### src/lse_pkg.sv
// Package for the LED strip effect generator: payload types, codes, constants.
// No dependencies.
package lse_pkg;

	localparam int LedCount = 84;
	localparam int RingLast = 3 * (LedCount - 1);
	localparam logic [31:0] LfsrPoly = 32'h04C11DB7;
	localparam logic [31:0] LfsrReset = 32'd64738;
	localparam logic [7:0] NoSparkle = 8'hFF;
	localparam int BakAw = $clog2(LedCount);

	typedef enum logic [2:0] {
		TGT_COLOUR = 3'd0,
		TGT_POINTER = 3'd1,
		TGT_INTENSITY = 3'd2,
		TGT_ENABLE = 3'd3,
		TGT_TRIGGER = 3'd4
	} target_t;

	typedef enum logic [2:0] {
		MODE_OFF = 3'd0,
		MODE_FIXED = 3'd1,
		MODE_MUSIC = 3'd2,
		MODE_RAINBOW = 3'd3,
		MODE_SPARKLE = 3'd4
	} mode_t;

	localparam logic [1:0] REG_MODE = 2'd0;
	localparam logic [1:0] REG_COLOR = 2'd1;
	localparam logic [1:0] REG_TINT = 2'd2;
	localparam logic [1:0] REG_BRIGHT = 2'd3;

	typedef struct packed {
		logic [7:0] voice_level_a;
		logic [7:0] voice_level_b;
		logic [7:0] voice_level_c;
	} in_item_t;

	typedef struct packed {
		logic [2:0] write_target;
		logic [7:0] write_address;
		logic [7:0] write_value;
		logic       last_write;
	} out_item_t;

	function automatic logic [7:0] white_mix(input logic [1:0] sel);
		logic [7:0] r;
		unique case (sel)
			2'd0: r = 8'd0;
			2'd1: r = 8'd50;
			2'd2: r = 8'd100;
			default: r = 8'd170;
		endcase
		return r;
	endfunction

endpackage

### src/led_strip_effect_generator.sv
// Top level of the LED strip effect generator: APB registers, colour sequencer,
// backup memory and write emitter. Depends on lse_pkg.
// The first write follows the colour passes, if any, of one shared 8x8 multiplier;
// writes then leave one per cycle while out_ready is high. in_ready is low from an
// accepted tick until its last write is taken. Reset: registers take reset values,
// then the S_CLEAR state clears the backup before the first tick is taken.
module led_strip_effect_generator (
	input  logic                 clk,
	input  logic                 arst_n,
	input  logic                 in_valid,
	output logic                 in_ready,
	input  lse_pkg::in_item_t    in_data,
	output logic                 out_valid,
	input  logic                 out_ready,
	output lse_pkg::out_item_t   out_data,
	input  logic                 psel,
	input  logic                 penable,
	input  logic                 pwrite,
	input  logic [3:0]           paddr,
	input  logic [31:0]          pwdata,
	output logic [31:0]          prdata,
	output logic                 pready
);
	import lse_pkg::*;

	typedef enum logic [3:0] {
		S_CLEAR, S_IDLE, S_WHEEL, S_MUL, S_DIV, S_NEXT, S_BAKRD, S_BAKWAIT,
		S_SPARK, S_EMIT
	} state_t;

	state_t state_q;
	logic [2:0] mode_q;
	logic [4:0] color_q, bright_q;
	logic [1:0] tint_q;
	logic [7:0] ring_q, sled_q, fade_q;
	logic [9:0] step_q;
	logic [31:0] lfsr_q;

	// colour working registers: chan 0 r, 1 g, 2 b
	logic [7:0] col_q [3];
	logic [1:0] ch_q;
	logic [1:0] pass_q;   // 0 tint, 1 fade, 2 scale
	logic [16:0] acc_q;
	logic [7:0] va_q, vb_q, vc_q;

	// write list
	out_item_t wl_q [13];
	logic [3:0] wn_q, wi_q;

	// backup memory
	logic [23:0] bak_mem [LedCount];
	logic [23:0] bak_rd_q;
	logic [BakAw-1:0] clr_q;

	// register port
	assign pready = 1'b1;
	always_comb begin
		unique case (paddr[3:2])
			REG_MODE: prdata = {29'd0, mode_q};
			REG_COLOR: prdata = {27'd0, color_q};
			REG_TINT: prdata = {30'd0, tint_q};
			default: prdata = {27'd0, bright_q};
		endcase
	end

	// wheel colour for the current hue
	logic [10:0] h;
	logic [7:0] f;
	logic [7:0] wr, wg, wb;
	always_comb begin
		if (mode_q == MODE_FIXED)
			h = {color_q, 6'd0};  // idx*1536/24 = idx*64
		else
			h = {step_q, 1'b0};   // idx*1536/768 = idx*2
		f = h[7:0];
		unique case (h[10:8])
			3'd0: begin wr = 8'd255; wg = f; wb = 8'd0; end
			3'd1: begin wr = 8'd255 - f; wg = 8'd255; wb = 8'd0; end
			3'd2: begin wr = 8'd0; wg = 8'd255; wb = f; end
			3'd3: begin wr = 8'd0; wg = 8'd255 - f; wb = 8'd255; end
			3'd4: begin wr = f; wg = 8'd0; wb = 8'd255; end
			default: begin wr = 8'd255; wg = 8'd0; wb = 8'd255 - f; end
		endcase
	end

	// shared multiplier: blend c*(255-t)+255*t+127, or scale c*b
	logic [7:0] t_sel, c_cur;
	logic [16:0] mul_out;
	always_comb begin
		c_cur = col_q[ch_q];
		unique case (pass_q)
			2'd0: t_sel = white_mix(tint_q);
			2'd1: t_sel = fade_q;
			default: t_sel = {3'd0, bright_q};
		endcase
		if (pass_q == 2'd2)
			mul_out = 17'(c_cur) * 17'(t_sel);
		else
			mul_out = 17'(c_cur) * 17'(8'd255 - t_sel) + 17'(t_sel) * 17'd255 + 17'd127;
	end

	// divide by 255 for values below 65280: q = (x + (x>>8) + 1) >> 8
	logic [17:0] dsum;
	logic [7:0] dq;
	always_comb begin
		dsum = 18'(acc_q) + 18'(acc_q[16:8]) + 18'd1;
		dq = dsum[15:8];
	end

	logic [7:0] next_ring;
	assign next_ring = (ring_q < 8'd3) ? 8'(RingLast) : ring_q - 8'd3;
	logic [31:0] lfsr_nx;
	assign lfsr_nx = lfsr_q[31] ? ((lfsr_q << 1) ^ LfsrPoly) : (lfsr_q << 1);
	// new sparkle when the low 13 LFSR bits name an LED
	logic spark_new;
	assign spark_new = (lfsr_nx[12:8] == 5'd0) && (lfsr_nx[7:0] < 8'(LedCount));
	logic [7:0] new_base;
	assign new_base = (lfsr_nx[7:0] << 1) + lfsr_nx[7:0];

	// previous sparkle to restore, if one is lit
	logic restore;
	assign restore = (sled_q < 8'(LedCount));
	logic [7:0] sled_base;
	assign sled_base = (sled_q << 1) + sled_q;
	logic [BakAw-1:0] rd_idx;
	assign rd_idx = restore ? sled_q[BakAw-1:0] : '0;

	// LED of the ring position: ring/3 as (ring*171)>>9, exact below 256
	logic [15:0] kmul;
	logic [BakAw-1:0] k_ring;
	assign kmul = 16'(ring_q) * 16'd171;
	assign k_ring = kmul[9 +: BakAw];

	function automatic out_item_t mk(input target_t t, input logic [7:0] a,
		input logic [7:0] v);
		out_item_t o;
		o.write_target = t;
		o.write_address = a;
		o.write_value = v;
		o.last_write = 1'b0;
		return o;
	endfunction

	assign in_ready = (state_q == S_IDLE);
	assign out_valid = (state_q == S_EMIT);
	always_comb begin
		out_data = wl_q[wi_q];
		out_data.last_write = (wi_q == wn_q - 4'd1);
	end

	// backup memory port
	always_ff @(posedge clk) begin
		if (state_q == S_CLEAR)
			bak_mem[clr_q] <= '0;
		else if (state_q == S_BAKRD && mode_q == MODE_SPARKLE && ring_q < 8'(3 * LedCount))
			bak_mem[k_ring] <= {col_q[1], col_q[0], col_q[2]};
		if (state_q == S_BAKWAIT)
			bak_rd_q <= bak_mem[rd_idx];
	end

	// sequencer
	always_ff @(posedge clk or negedge arst_n) begin
		if (!arst_n) begin
			state_q <= S_CLEAR;
			mode_q <= 3'd1; color_q <= 5'd15; tint_q <= 2'd0; bright_q <= 5'd9;
			ring_q <= '0; step_q <= '0; lfsr_q <= LfsrReset; sled_q <= '0;
			fade_q <= 8'd255; clr_q <= '0; wn_q <= '0; wi_q <= '0;
			ch_q <= '0; pass_q <= '0;
		end else begin
			// hold register writes
			if (psel && penable && pwrite) begin
				unique case (paddr[3:2])
					REG_MODE: mode_q <= pwdata[2:0];
					REG_COLOR: color_q <= pwdata[4:0];
					REG_TINT: tint_q <= pwdata[1:0];
					default: bright_q <= pwdata[4:0];
				endcase
			end
			unique case (state_q)
				S_CLEAR: begin
					clr_q <= clr_q + 1'b1;
					if (clr_q == BakAw'(LedCount - 1)) state_q <= S_IDLE;
				end
				S_IDLE: if (in_valid) begin
					va_q <= in_data.voice_level_a;
					vb_q <= in_data.voice_level_b;
					vc_q <= in_data.voice_level_c;
					if (mode_q == MODE_RAINBOW || mode_q == MODE_SPARKLE)
						step_q <= (step_q == 10'd767) ? '0 : step_q + 1'b1;
					state_q <= S_WHEEL;
				end
				S_WHEEL: begin
					if (mode_q == MODE_FIXED && color_q >= 5'd24) begin
						col_q[0] <= 8'd255; col_q[1] <= 8'd255; col_q[2] <= 8'd255;
					end else begin
						col_q[0] <= wr; col_q[1] <= wg; col_q[2] <= wb;
					end
					ch_q <= '0; pass_q <= '0;
					if (mode_q == MODE_FIXED || mode_q == MODE_RAINBOW ||
						mode_q == MODE_SPARKLE)
						state_q <= S_MUL;
					else
						state_q <= S_BAKRD;
				end
				S_MUL: begin
					acc_q <= mul_out;
					state_q <= S_DIV;
				end
				S_DIV: begin
					col_q[ch_q] <= (pass_q == 2'd2) ? acc_q[12:5] : dq;
					if (ch_q != 2'd2) begin
						ch_q <= ch_q + 1'b1;
						state_q <= S_MUL;
					end else begin
						ch_q <= '0;
						state_q <= S_NEXT;
					end
				end
				S_NEXT: begin
					// choose the next pass or finish colour
					if (pass_q == 2'd0 && mode_q == MODE_RAINBOW && fade_q != 8'd0) begin
						pass_q <= 2'd1; state_q <= S_MUL;
					end else if (pass_q == 2'd0 && mode_q != MODE_RAINBOW) begin
						pass_q <= 2'd2; state_q <= S_MUL;
					end else begin
						state_q <= S_BAKRD;
					end
				end
				S_BAKRD: begin
					state_q <= S_BAKWAIT;
				end
				S_BAKWAIT: begin
					wi_q <= '0;
					state_q <= (mode_q == MODE_SPARKLE) ? S_SPARK : S_EMIT;
					unique case (mode_q)
						MODE_FIXED: begin
							ring_q <= '0;
							wl_q[0] <= mk(TGT_ENABLE, 8'd0, 8'd1);
							wl_q[1] <= mk(TGT_INTENSITY, 8'd0, {1'b0, bright_q, 2'b00});
							wl_q[2] <= mk(TGT_COLOUR, 8'd0, col_q[1]);
							wl_q[3] <= mk(TGT_COLOUR, 8'd1, col_q[0]);
							wl_q[4] <= mk(TGT_COLOUR, 8'd2, col_q[2]);
							wl_q[5] <= mk(TGT_POINTER, 8'd0, 8'd0);
							wl_q[6] <= mk(TGT_TRIGGER, 8'd0, 8'd0);
							wn_q <= 4'd7;
						end
						MODE_MUSIC, MODE_RAINBOW: begin
							wl_q[0] <= mk(TGT_ENABLE, 8'd0, 8'd1);
							wl_q[1] <= mk(TGT_INTENSITY, 8'd0, {1'b0, bright_q, 2'b00});
							wl_q[2] <= mk(TGT_COLOUR, ring_q,
								mode_q == MODE_MUSIC ? va_q : col_q[1]);
							wl_q[3] <= mk(TGT_COLOUR, ring_q + 8'd1,
								mode_q == MODE_MUSIC ? vb_q : col_q[0]);
							wl_q[4] <= mk(TGT_COLOUR, ring_q + 8'd2,
								mode_q == MODE_MUSIC ? vc_q : col_q[2]);
							wl_q[5] <= mk(TGT_POINTER, 8'd0, ring_q);
							wl_q[6] <= mk(TGT_TRIGGER, 8'd0, 8'd0);
							wn_q <= 4'd7;
							ring_q <= next_ring;
							if (mode_q == MODE_RAINBOW && fade_q != 8'd0)
								fade_q <= fade_q - 8'd3;
						end
						MODE_SPARKLE: begin
							wl_q[0] <= mk(TGT_ENABLE, 8'd0, 8'd1);
							wl_q[1] <= mk(TGT_INTENSITY, 8'd0, 8'h7F);
							wl_q[2] <= mk(TGT_COLOUR, ring_q, col_q[1]);
							wl_q[3] <= mk(TGT_COLOUR, ring_q + 8'd1, col_q[0]);
							wl_q[4] <= mk(TGT_COLOUR, ring_q + 8'd2, col_q[2]);
							wl_q[5] <= mk(TGT_POINTER, 8'd0, ring_q);
							ring_q <= next_ring;
						end
						default: begin
							ring_q <= '0;
							wl_q[0] <= mk(TGT_INTENSITY, 8'd0, 8'd0);
							wl_q[1] <= mk(TGT_COLOUR, 8'd0, 8'd0);
							wl_q[2] <= mk(TGT_COLOUR, 8'd1, 8'd0);
							wl_q[3] <= mk(TGT_COLOUR, 8'd2, 8'd0);
							wl_q[4] <= mk(TGT_POINTER, 8'd0, 8'd0);
							wl_q[5] <= mk(TGT_TRIGGER, 8'd0, 8'd0);
							wl_q[6] <= mk(TGT_ENABLE, 8'd0, 8'd0);
							wn_q <= 4'd7;
						end
					endcase
				end
				S_SPARK: begin
					// restore the old sparkle, light a new one, advance the LFSR
					lfsr_q <= lfsr_nx;
					sled_q <= spark_new ? lfsr_nx[7:0] : NoSparkle;
					state_q <= S_EMIT;
					if (restore) begin
						wl_q[6] <= mk(TGT_COLOUR, sled_base, bak_rd_q[23:16]);
						wl_q[7] <= mk(TGT_COLOUR, sled_base + 8'd1, bak_rd_q[15:8]);
						wl_q[8] <= mk(TGT_COLOUR, sled_base + 8'd2, bak_rd_q[7:0]);
						if (spark_new) begin
							wl_q[9] <= mk(TGT_COLOUR, new_base, 8'hFF);
							wl_q[10] <= mk(TGT_COLOUR, new_base + 8'd1, 8'hFF);
							wl_q[11] <= mk(TGT_COLOUR, new_base + 8'd2, 8'hFF);
							wl_q[12] <= mk(TGT_TRIGGER, 8'd0, 8'd0);
							wn_q <= 4'd13;
						end else begin
							wl_q[9] <= mk(TGT_TRIGGER, 8'd0, 8'd0);
							wn_q <= 4'd10;
						end
					end else if (spark_new) begin
						wl_q[6] <= mk(TGT_COLOUR, new_base, 8'hFF);
						wl_q[7] <= mk(TGT_COLOUR, new_base + 8'd1, 8'hFF);
						wl_q[8] <= mk(TGT_COLOUR, new_base + 8'd2, 8'hFF);
						wl_q[9] <= mk(TGT_TRIGGER, 8'd0, 8'd0);
						wn_q <= 4'd10;
					end else begin
						wl_q[6] <= mk(TGT_TRIGGER, 8'd0, 8'd0);
						wn_q <= 4'd7;
					end
				end
				S_EMIT: if (out_ready) begin
					if (wi_q == wn_q - 4'd1) begin
						wi_q <= '0;
						state_q <= S_IDLE;
					end else begin
						wi_q <= wi_q + 1'b1;
					end
				end
				default: state_q <= S_IDLE;
			endcase
		end
	end

endmodule

### config.mk
export PLATFORM = sky130hd
export DESIGN_NAME = led_strip_effect_generator
export DESIGN_NICKNAME = d
export VERILOG_FILES = /design/src/lse_pkg.sv /design/src/led_strip_effect_generator.sv
export SDC_FILE = /design/constraint.sdc
export NUM_CORES = 2
export LEC_CHECK = 0
export ABC_AREA = 1
export ABC_CLOCK_PERIOD_IN_PS = 14100
export BUFFER_PORTS_ARGS = -buffer_cell sky130_fd_sc_hd__buf_2
export CAP_MARGIN = 10
export CORE_ASPECT_RATIO = 1.2
export CORE_MARGIN = 2
export CORE_UTILIZATION = 45
export DETAILED_ROUTE_END_ITERATION = 7
export SYNTH_ARGS = -nofsm -noshare
export SYNTH_HDL_FRONTEND = slang
export SYNTH_SLANG_ARGS = --single-unit
### constraint.sdc
create_clock -name clk -period 14.1 [get_ports clk]
set_input_delay 1.41 -clock clk [delete_from_list [all_inputs] [get_ports clk]]
set_output_delay 1.41 -clock clk [all_outputs]
set_load 0.005 [all_outputs]
Yosys cells after proc, flatten, opt, wreduce, memory -nomap -nowiden

Memory sizes are Yosys's and may differ from the RTL's. A register that Yosys moved wholly into a read port is not among the register bits.
Cells that the tools add are included.
Widths: inputs -> output; s select.

Add/sub/neg operators: 21
Multipliers: 4
Order comparisons: 5
Equal/unequal tests: 34
Multiplexer cells: 137
Bitwise logic cells: 32
Reduce and logical (&&, ||, !) cells: 64

Operator list:

| operator              | number |
|---|---|
| $mux 19               | 33 |
| $reduce_or 19->1      | 6 |
| $pmux 8 s3            | 4 |
| $mux 8                | 11 |
| $mux 4                | 15 |
| $mux 1                | 51 |
| $pmux 4 s10           | 1 |
| $mul 8x8->16 const B  | 2 |
| $or 1x1->1            | 30 |
| $mux 27               | 1 |
| $add 8x1->8 const B   | 3 |
| $add 8x2->8 const B   | 3 |
| $mux 24               | 1 |
| $reduce_or 24->1      | 1 |
| $logic_and 1x1->1     | 22 |
| $add 17x16->17        | 1 |
| $add 17x7->17 const B | 1 |
| $mul 9x9->17          | 1 |
| $add 16x1->16 const B | 1 |
| $add 16x9->16         | 1 |
| $add 8x8->8           | 2 |
| $eq 4x3->1 const B    | 4 |
| $lt 8x7->1 const B    | 2 |
| $mul 8x8->16          | 1 |
| other kinds (52)      | 99 |

Bits in registers: 145
Memory bits (writable): 2,287
Input bits: 67
Logic and storage cells: 320
Memories: 3

Memory list:

| memory  | words | bits a word | read ports | clocked after memory_dff | write ports | RTL line                         | text |
|---|---|---|---|---|---|---|---|
| bak_mem | 84    | 24          | 1          | 1                        | 1           | led_strip_effect_generator.sv:51 | `logic [23:0] bak_mem [LedCount];` |
| wl_q    | 13    | 19          | 1          | 0                        | 7           | led_strip_effect_generator.sv:47 | `out_item_t wl_q [13];` |
| col_q   | 3     | 8           | 4          | 0                        | 3           | led_strip_effect_generator.sv:40 | `logic [7:0] col_q [3];` |

Depth between registers and ports, before layout

Depth after elaboration: 13
Depth in mapped cells: 30

Least setup slack after synthesis

OpenSTA, ideal clock, no wires.

Path kind: register to register
From: register fade_q[4]
To: register acc_q[11] (data pin)
Arrival time: 5,989 ps
Slack: 7,855 ps
Stages on the path, launching flop included: 22
Path buffers: 0
Clock period less this slack: 6,245 ps
Path through: dfstp_2 > inv_1 > a221oi_2 > clkinv_1 > fa_1 > inv_1 > fa_1 > inv_1 > fa_1 > inv_1 > fa_1 > fa_1 > inv_1 > fa_1 > inv_1 > ha_1 > a21oi_1 > o21ai_0 > a21oi_1 > or2_2 > nand3_1 > nand2_1

Word-level cells in the longest chain between the ends: 6
Elaborated cells between the ends (all ways): 8
Classes of those cells: add/sub (3); mul (3); mux (2)

Ends and longest elaborated chain:

| element                | RTL line                          | text |
|---|---|---|
| from (decl)            | led_strip_effect_generator.sv:35  | `logic [7:0] ring_q, sled_q, fade_q;` |
| from (signal assigned) | led_strip_effect_generator.sv:261 | `fade_q <= fade_q - 8'd3;` |
| $pmux 8 s2 (*)         | led_strip_effect_generator.sv:91  | `unique case (pass_q)` |
| $sub 8x8->9            | led_strip_effect_generator.sv:99  | `mul_out = 17'(c_cur) * 17'(8'd255 - t_sel) + 17'(t_sel) * 17'd255 + 17'd127;` |
| $mul 9x9->17           | led_strip_effect_generator.sv:99  |  |
| $add 17x16->17         | led_strip_effect_generator.sv:99  |  |
| $add 17x7->17          | led_strip_effect_generator.sv:99  |  |
| $mux 16 (*)            | led_strip_effect_generator.sv:96  | `if (pass_q == 2'd2)` |
| via mul_out[11]        | led_strip_effect_generator.sv:88  | `logic [16:0] mul_out;` |
| to (signal assigned)   | led_strip_effect_generator.sv:206 | `acc_q <= mul_out;` |
| to (decl)              | led_strip_effect_generator.sv:43  | `logic [16:0] acc_q;` |

The timed path passes the listed nets; every way through them passes the cells marked *.
A chain may end at the register's enable or synchronous reset.

Final worst setup path

From: register pass_q[1]
To: register acc_q[11] (data pin)

Word-level cells in the longest chain between the ends: 7
Elaborated cells between the ends (all ways): 11
Classes of those cells: add/sub (3); mul (3); eq/ne (2); mux (2); reduce/logical (1)

Ends and longest elaborated chain:

| element                                              | RTL line                          | text |
|---|---|---|
| from (decl)                                          | led_strip_effect_generator.sv:42  | `logic [1:0] pass_q;` |
| from (signal assigned)                               | led_strip_effect_generator.sv:168 | `ch_q <= '0; pass_q <= '0;` |
| from (signal assigned)                               | led_strip_effect_generator.sv:198 | `ch_q <= '0; pass_q <= '0;` |
| from (signal assigned)                               | led_strip_effect_generator.sv:222 | `pass_q <= 2'd1; state_q <= S_MUL;` |
| $eq 2x1->1 / $logic_not 2->1 (equally long branches) | led_strip_effect_generator.sv:91  |  |
| $pmux 8 s2                                           | led_strip_effect_generator.sv:91  |  |
| $sub 8x8->9                                          | led_strip_effect_generator.sv:99  |  |
| $mul 9x9->17                                         | led_strip_effect_generator.sv:99  |  |
| $add 17x16->17                                       | led_strip_effect_generator.sv:99  |  |
| $add 17x7->17                                        | led_strip_effect_generator.sv:99  |  |
| $mux 16 (*)                                          | led_strip_effect_generator.sv:96  |  |
| via mul_out[11]                                      | led_strip_effect_generator.sv:88  |  |

Marked as above.

==> flow_summary.ini <==
[sta]
tightest_slew_ps = 1270
finalSetupViolCount = 0
tns_ps = 0
min_period_ps = 7410
fmax_ghz = 0.135
finalHoldViolations = 0
skew_ps = 63.4
rsz0062_at_grt = false
relSlewSlack_pct = 15.4
finalWorstSetupSlack_ps = 6690
fin_crit_sh_pct = 52.5
drv_slew = 0

[synth]
synthTopCellsByCount = edfxtp_1, inv_1, nand3_1, nand2_1, nor2_1
ys_ff_latch = 2348
synth_enable_flop_cells = 2228
synth_ff_type = edfxtp_1
ys_seq_area_share_pct = 62.8
ys_types = 60
netlist_top_cells_area = edfxtp_1, nand3_1, inv_1
synth_area_sq_um = 111000
yosysWarnings = 0
synth.most_common_cell = edfxtp_1
syn_area_per_cell_sq_um = 10.6
synth_top_area_cell = edfxtp_1
async_flop_share_pct = 4.39
netlist.area_leader.share_pct = 60.1
synthCells = 10500

[die]
die_area_sq_um = 251000
die_w_microns = 458
row_count = 199
core_sq_um = 246000
io_pins = 122
start_util_pct = 45.3
die_y_microns = 549

[grt]
overflow = 0
antenna_found_initial = 6
grt_usage_pct = 25.2
grt_pass1_wl_microns = 479000
grt_start_max_net_pins = 216
grt_pass1_vias = 74700

[clocking]
ctsResizeCount = 0
root_buffer = clkbuf_16
cts.sink_count = 2348
post_cts_buffers = 0
clockBufferDepth = 3
numCtsBuffers = 235
htree_num_levels = 4
clk_latency_ps = 910
clkTransAtPathRegs_ps = 60
cts_tree = built
holdBufCountCts = 0

[run]
cap_violations = 0

[layout]
nets = 10700
fillers = 21700
drive_above_1_share_pct = 8.12
areaGrowthSynthToFinish_pct = 10.3
design_area_sq_um = 123000

[placed_design]
hpwlAfterDp_microns = 182000
gp_congestion = 0.923
io_buffers = 64
dpl-instance-area_sq_um = 115000
dp_slack_ps = 6670

[detailed_routing]
post-route-drc-count = 0
highest_layer = met4
avgRoutedWirePerCell_microns = 23.6
ant_nets = 0
routed_wl_microns = 324000
drt_first_iter_violations = 8673
wl_met3_microns = 25500
wl_met1_microns = 131000
viasPerCell = 5.71
first_pass_iters = 6
vias = 78400
wl_met2_microns = 152000

[critical_path]
required_ps = 14690
end_kind = flop
cp-start-kind = flop
path_max_fanout = 15
critPathArrivalTime_ps = 8000
worstSetupPathType = flop to flop

[pwr]
p_leak_uw = 0.0498
p_per_area_nw_per_um2 = 260
pwr-share-seq_pct = 26.9
internal_power_uw = 18100
combPwrFrac_pct = 53.6
ir_drop_mv = 1.39
clkPwrFrac_pct = 19.5
p_sw_uw = 13900
swShare_pct = 43.5
p_total_uw = 31900

[min_path]
min_path_type = flop to flop

[run_status]
status = completed
[flip-flops by register name, summed over array words and instances (netlist names), 10 cells and up]
register  flops
bak_mem    2016
lfsr_q       32
step_q       10
acc_q        17
bak_rd_q     24
col_q        32
wl_q        132
[area by class of cell]
type / count / area, sq um / area share (%)
flip-flops and latches: 2348 / 69900 / 56.9
multi-input cells: 5777 / 32900 / 26.8
inverters: 1690 / 6360 / 5.18
clock buffers: 282 / 6080 / 4.95
well taps: 3216 / 4020 / 3.28
repair buffers: 260 / 1990 / 1.62
clock inverters: 148 / 1500 / 1.23
diodes: 8 / 20.0 / 0.0163
[critical path: stages, from the launching register on]
cell and delay, ps:
dfrtp_1 420, nor2_1 300, nand3_1 170, a22oi_1 760, inv_1 610, nand2_1 230
fa_1 460, fa_1 550, inv_1 70, fa_1 480, fa_1 500, fa_1 490
inv_1 50, fa_1 540, inv_1 70, ha_1 360, nand2_1 120, o21ai_0 340
a21oi_1 130, or2_2 290, nand3_1 100, nand2_1 80
[power groups by stage]
stage	clock, uW	sequential [uW]	combinational, uW
2_1_floorplan	0	8680	12000
3_3_place_gp	0	8720	17300
3_5_place_dp	0	8730	17100
4_1_cts	6290	8590	17200
5_1_grt	6560	8590	19100
6_report	6210	8600	17100
[kinds of logic after synthesis]
kind of cell / after synthesis / synth area share [%]
mux: 24 / 0.216
fa+ha+maj: 331 / 4.67
buf+inv: 2360 / 8.17
other cells: 2 / 0.00675
xor+xnor: 68 / 0.535
simple gates: 4354 / 18.3
flops: 2348 / 62.8
compound gates: 972 / 5.28
[layout by cell type, fill, tap and decap left out, drive strengths merged, types with 5 or more instances in the layout]
| cell type | count |
|---|---|
| edfxtp | 2228 |
| inv | 1684 |
| nand3 | 1565 |
| nand2 | 1298 |
| nor2 | 661 |
| nand4 | 613 |
| o21ai | 457 |
| clkbuf | 282 |
| buf | 260 |
| ha | 191 |
| or2 | 178 |
| a21oi | 153 |
| fa | 140 |
| clkinv | 123 |
| o211ai | 104 |
| o221ai | 98 |
| dfrtp | 78 |
| o22ai | 54 |
| xor2 | 48 |
| conb | 28 |
| dfstp | 25 |
| nor3 | 25 |
| mux2i | 24 |
| bufinv | 24 |
| xnor2 | 20 |
| a22oi | 19 |
| o21a | 17 |
| dfxtp | 17 |
| a211oi | 16 |
| a31oi | 10 |
| a22o | 9 |
| diode | 8 |
| o2bb2ai | 7 |
| clkinvlp | 7 |
| a21o | 5 |
| o32ai | 5 |
[per-stage QoR]
stage	std cells	hold slack, ps	util [%]
4_1_cts	13700	460	50.0
2_1_floorplan	10500	429	-
3_5_place_dp	13300	452	46.9
3_3_place_gp	13300	447	46.9
5_1_grt	13700	481	50.0
6_report	13700	459	50.0
[final timing paths]
check | start | slack (ps) | cells past startpoint | endpoint
setup reg to reg | pass_q[1]$_DFFE_PN0P_ | 6690 | 21 | acc_q[11]$_DFFE_PP_
max in group asynchronous | arst_n | 12190 | 2 | sled_q[0]$_DFFE_PN0P_
hold / removal | lfsr_q[14]$_DFFE_PN1P_ | 460 | 2 | lfsr_q[15]$_DFFE_PN1P_
hold reg to reg | lfsr_q[14]$_DFFE_PN1P_ | 460 | 2 | lfsr_q[15]$_DFFE_PN1P_
min in group asynchronous | arst_n | 530 | 1 | wi_q[3]$_DFFE_PN0P_
setup / recovery | pass_q[1]$_DFFE_PN0P_ | 6690 | 21 | acc_q[11]$_DFFE_PP_
[routing by layer]
layer | vias up | track usage (%)
met5 | - | 0
met4 | 0 | 11.9
li1 | 35800 | -
met2 | 3451 | 40.5
met1 | 38600 | 34.0
met3 | 618 | 3.63
No activity file was read; power rests on OpenSTA's default activity.
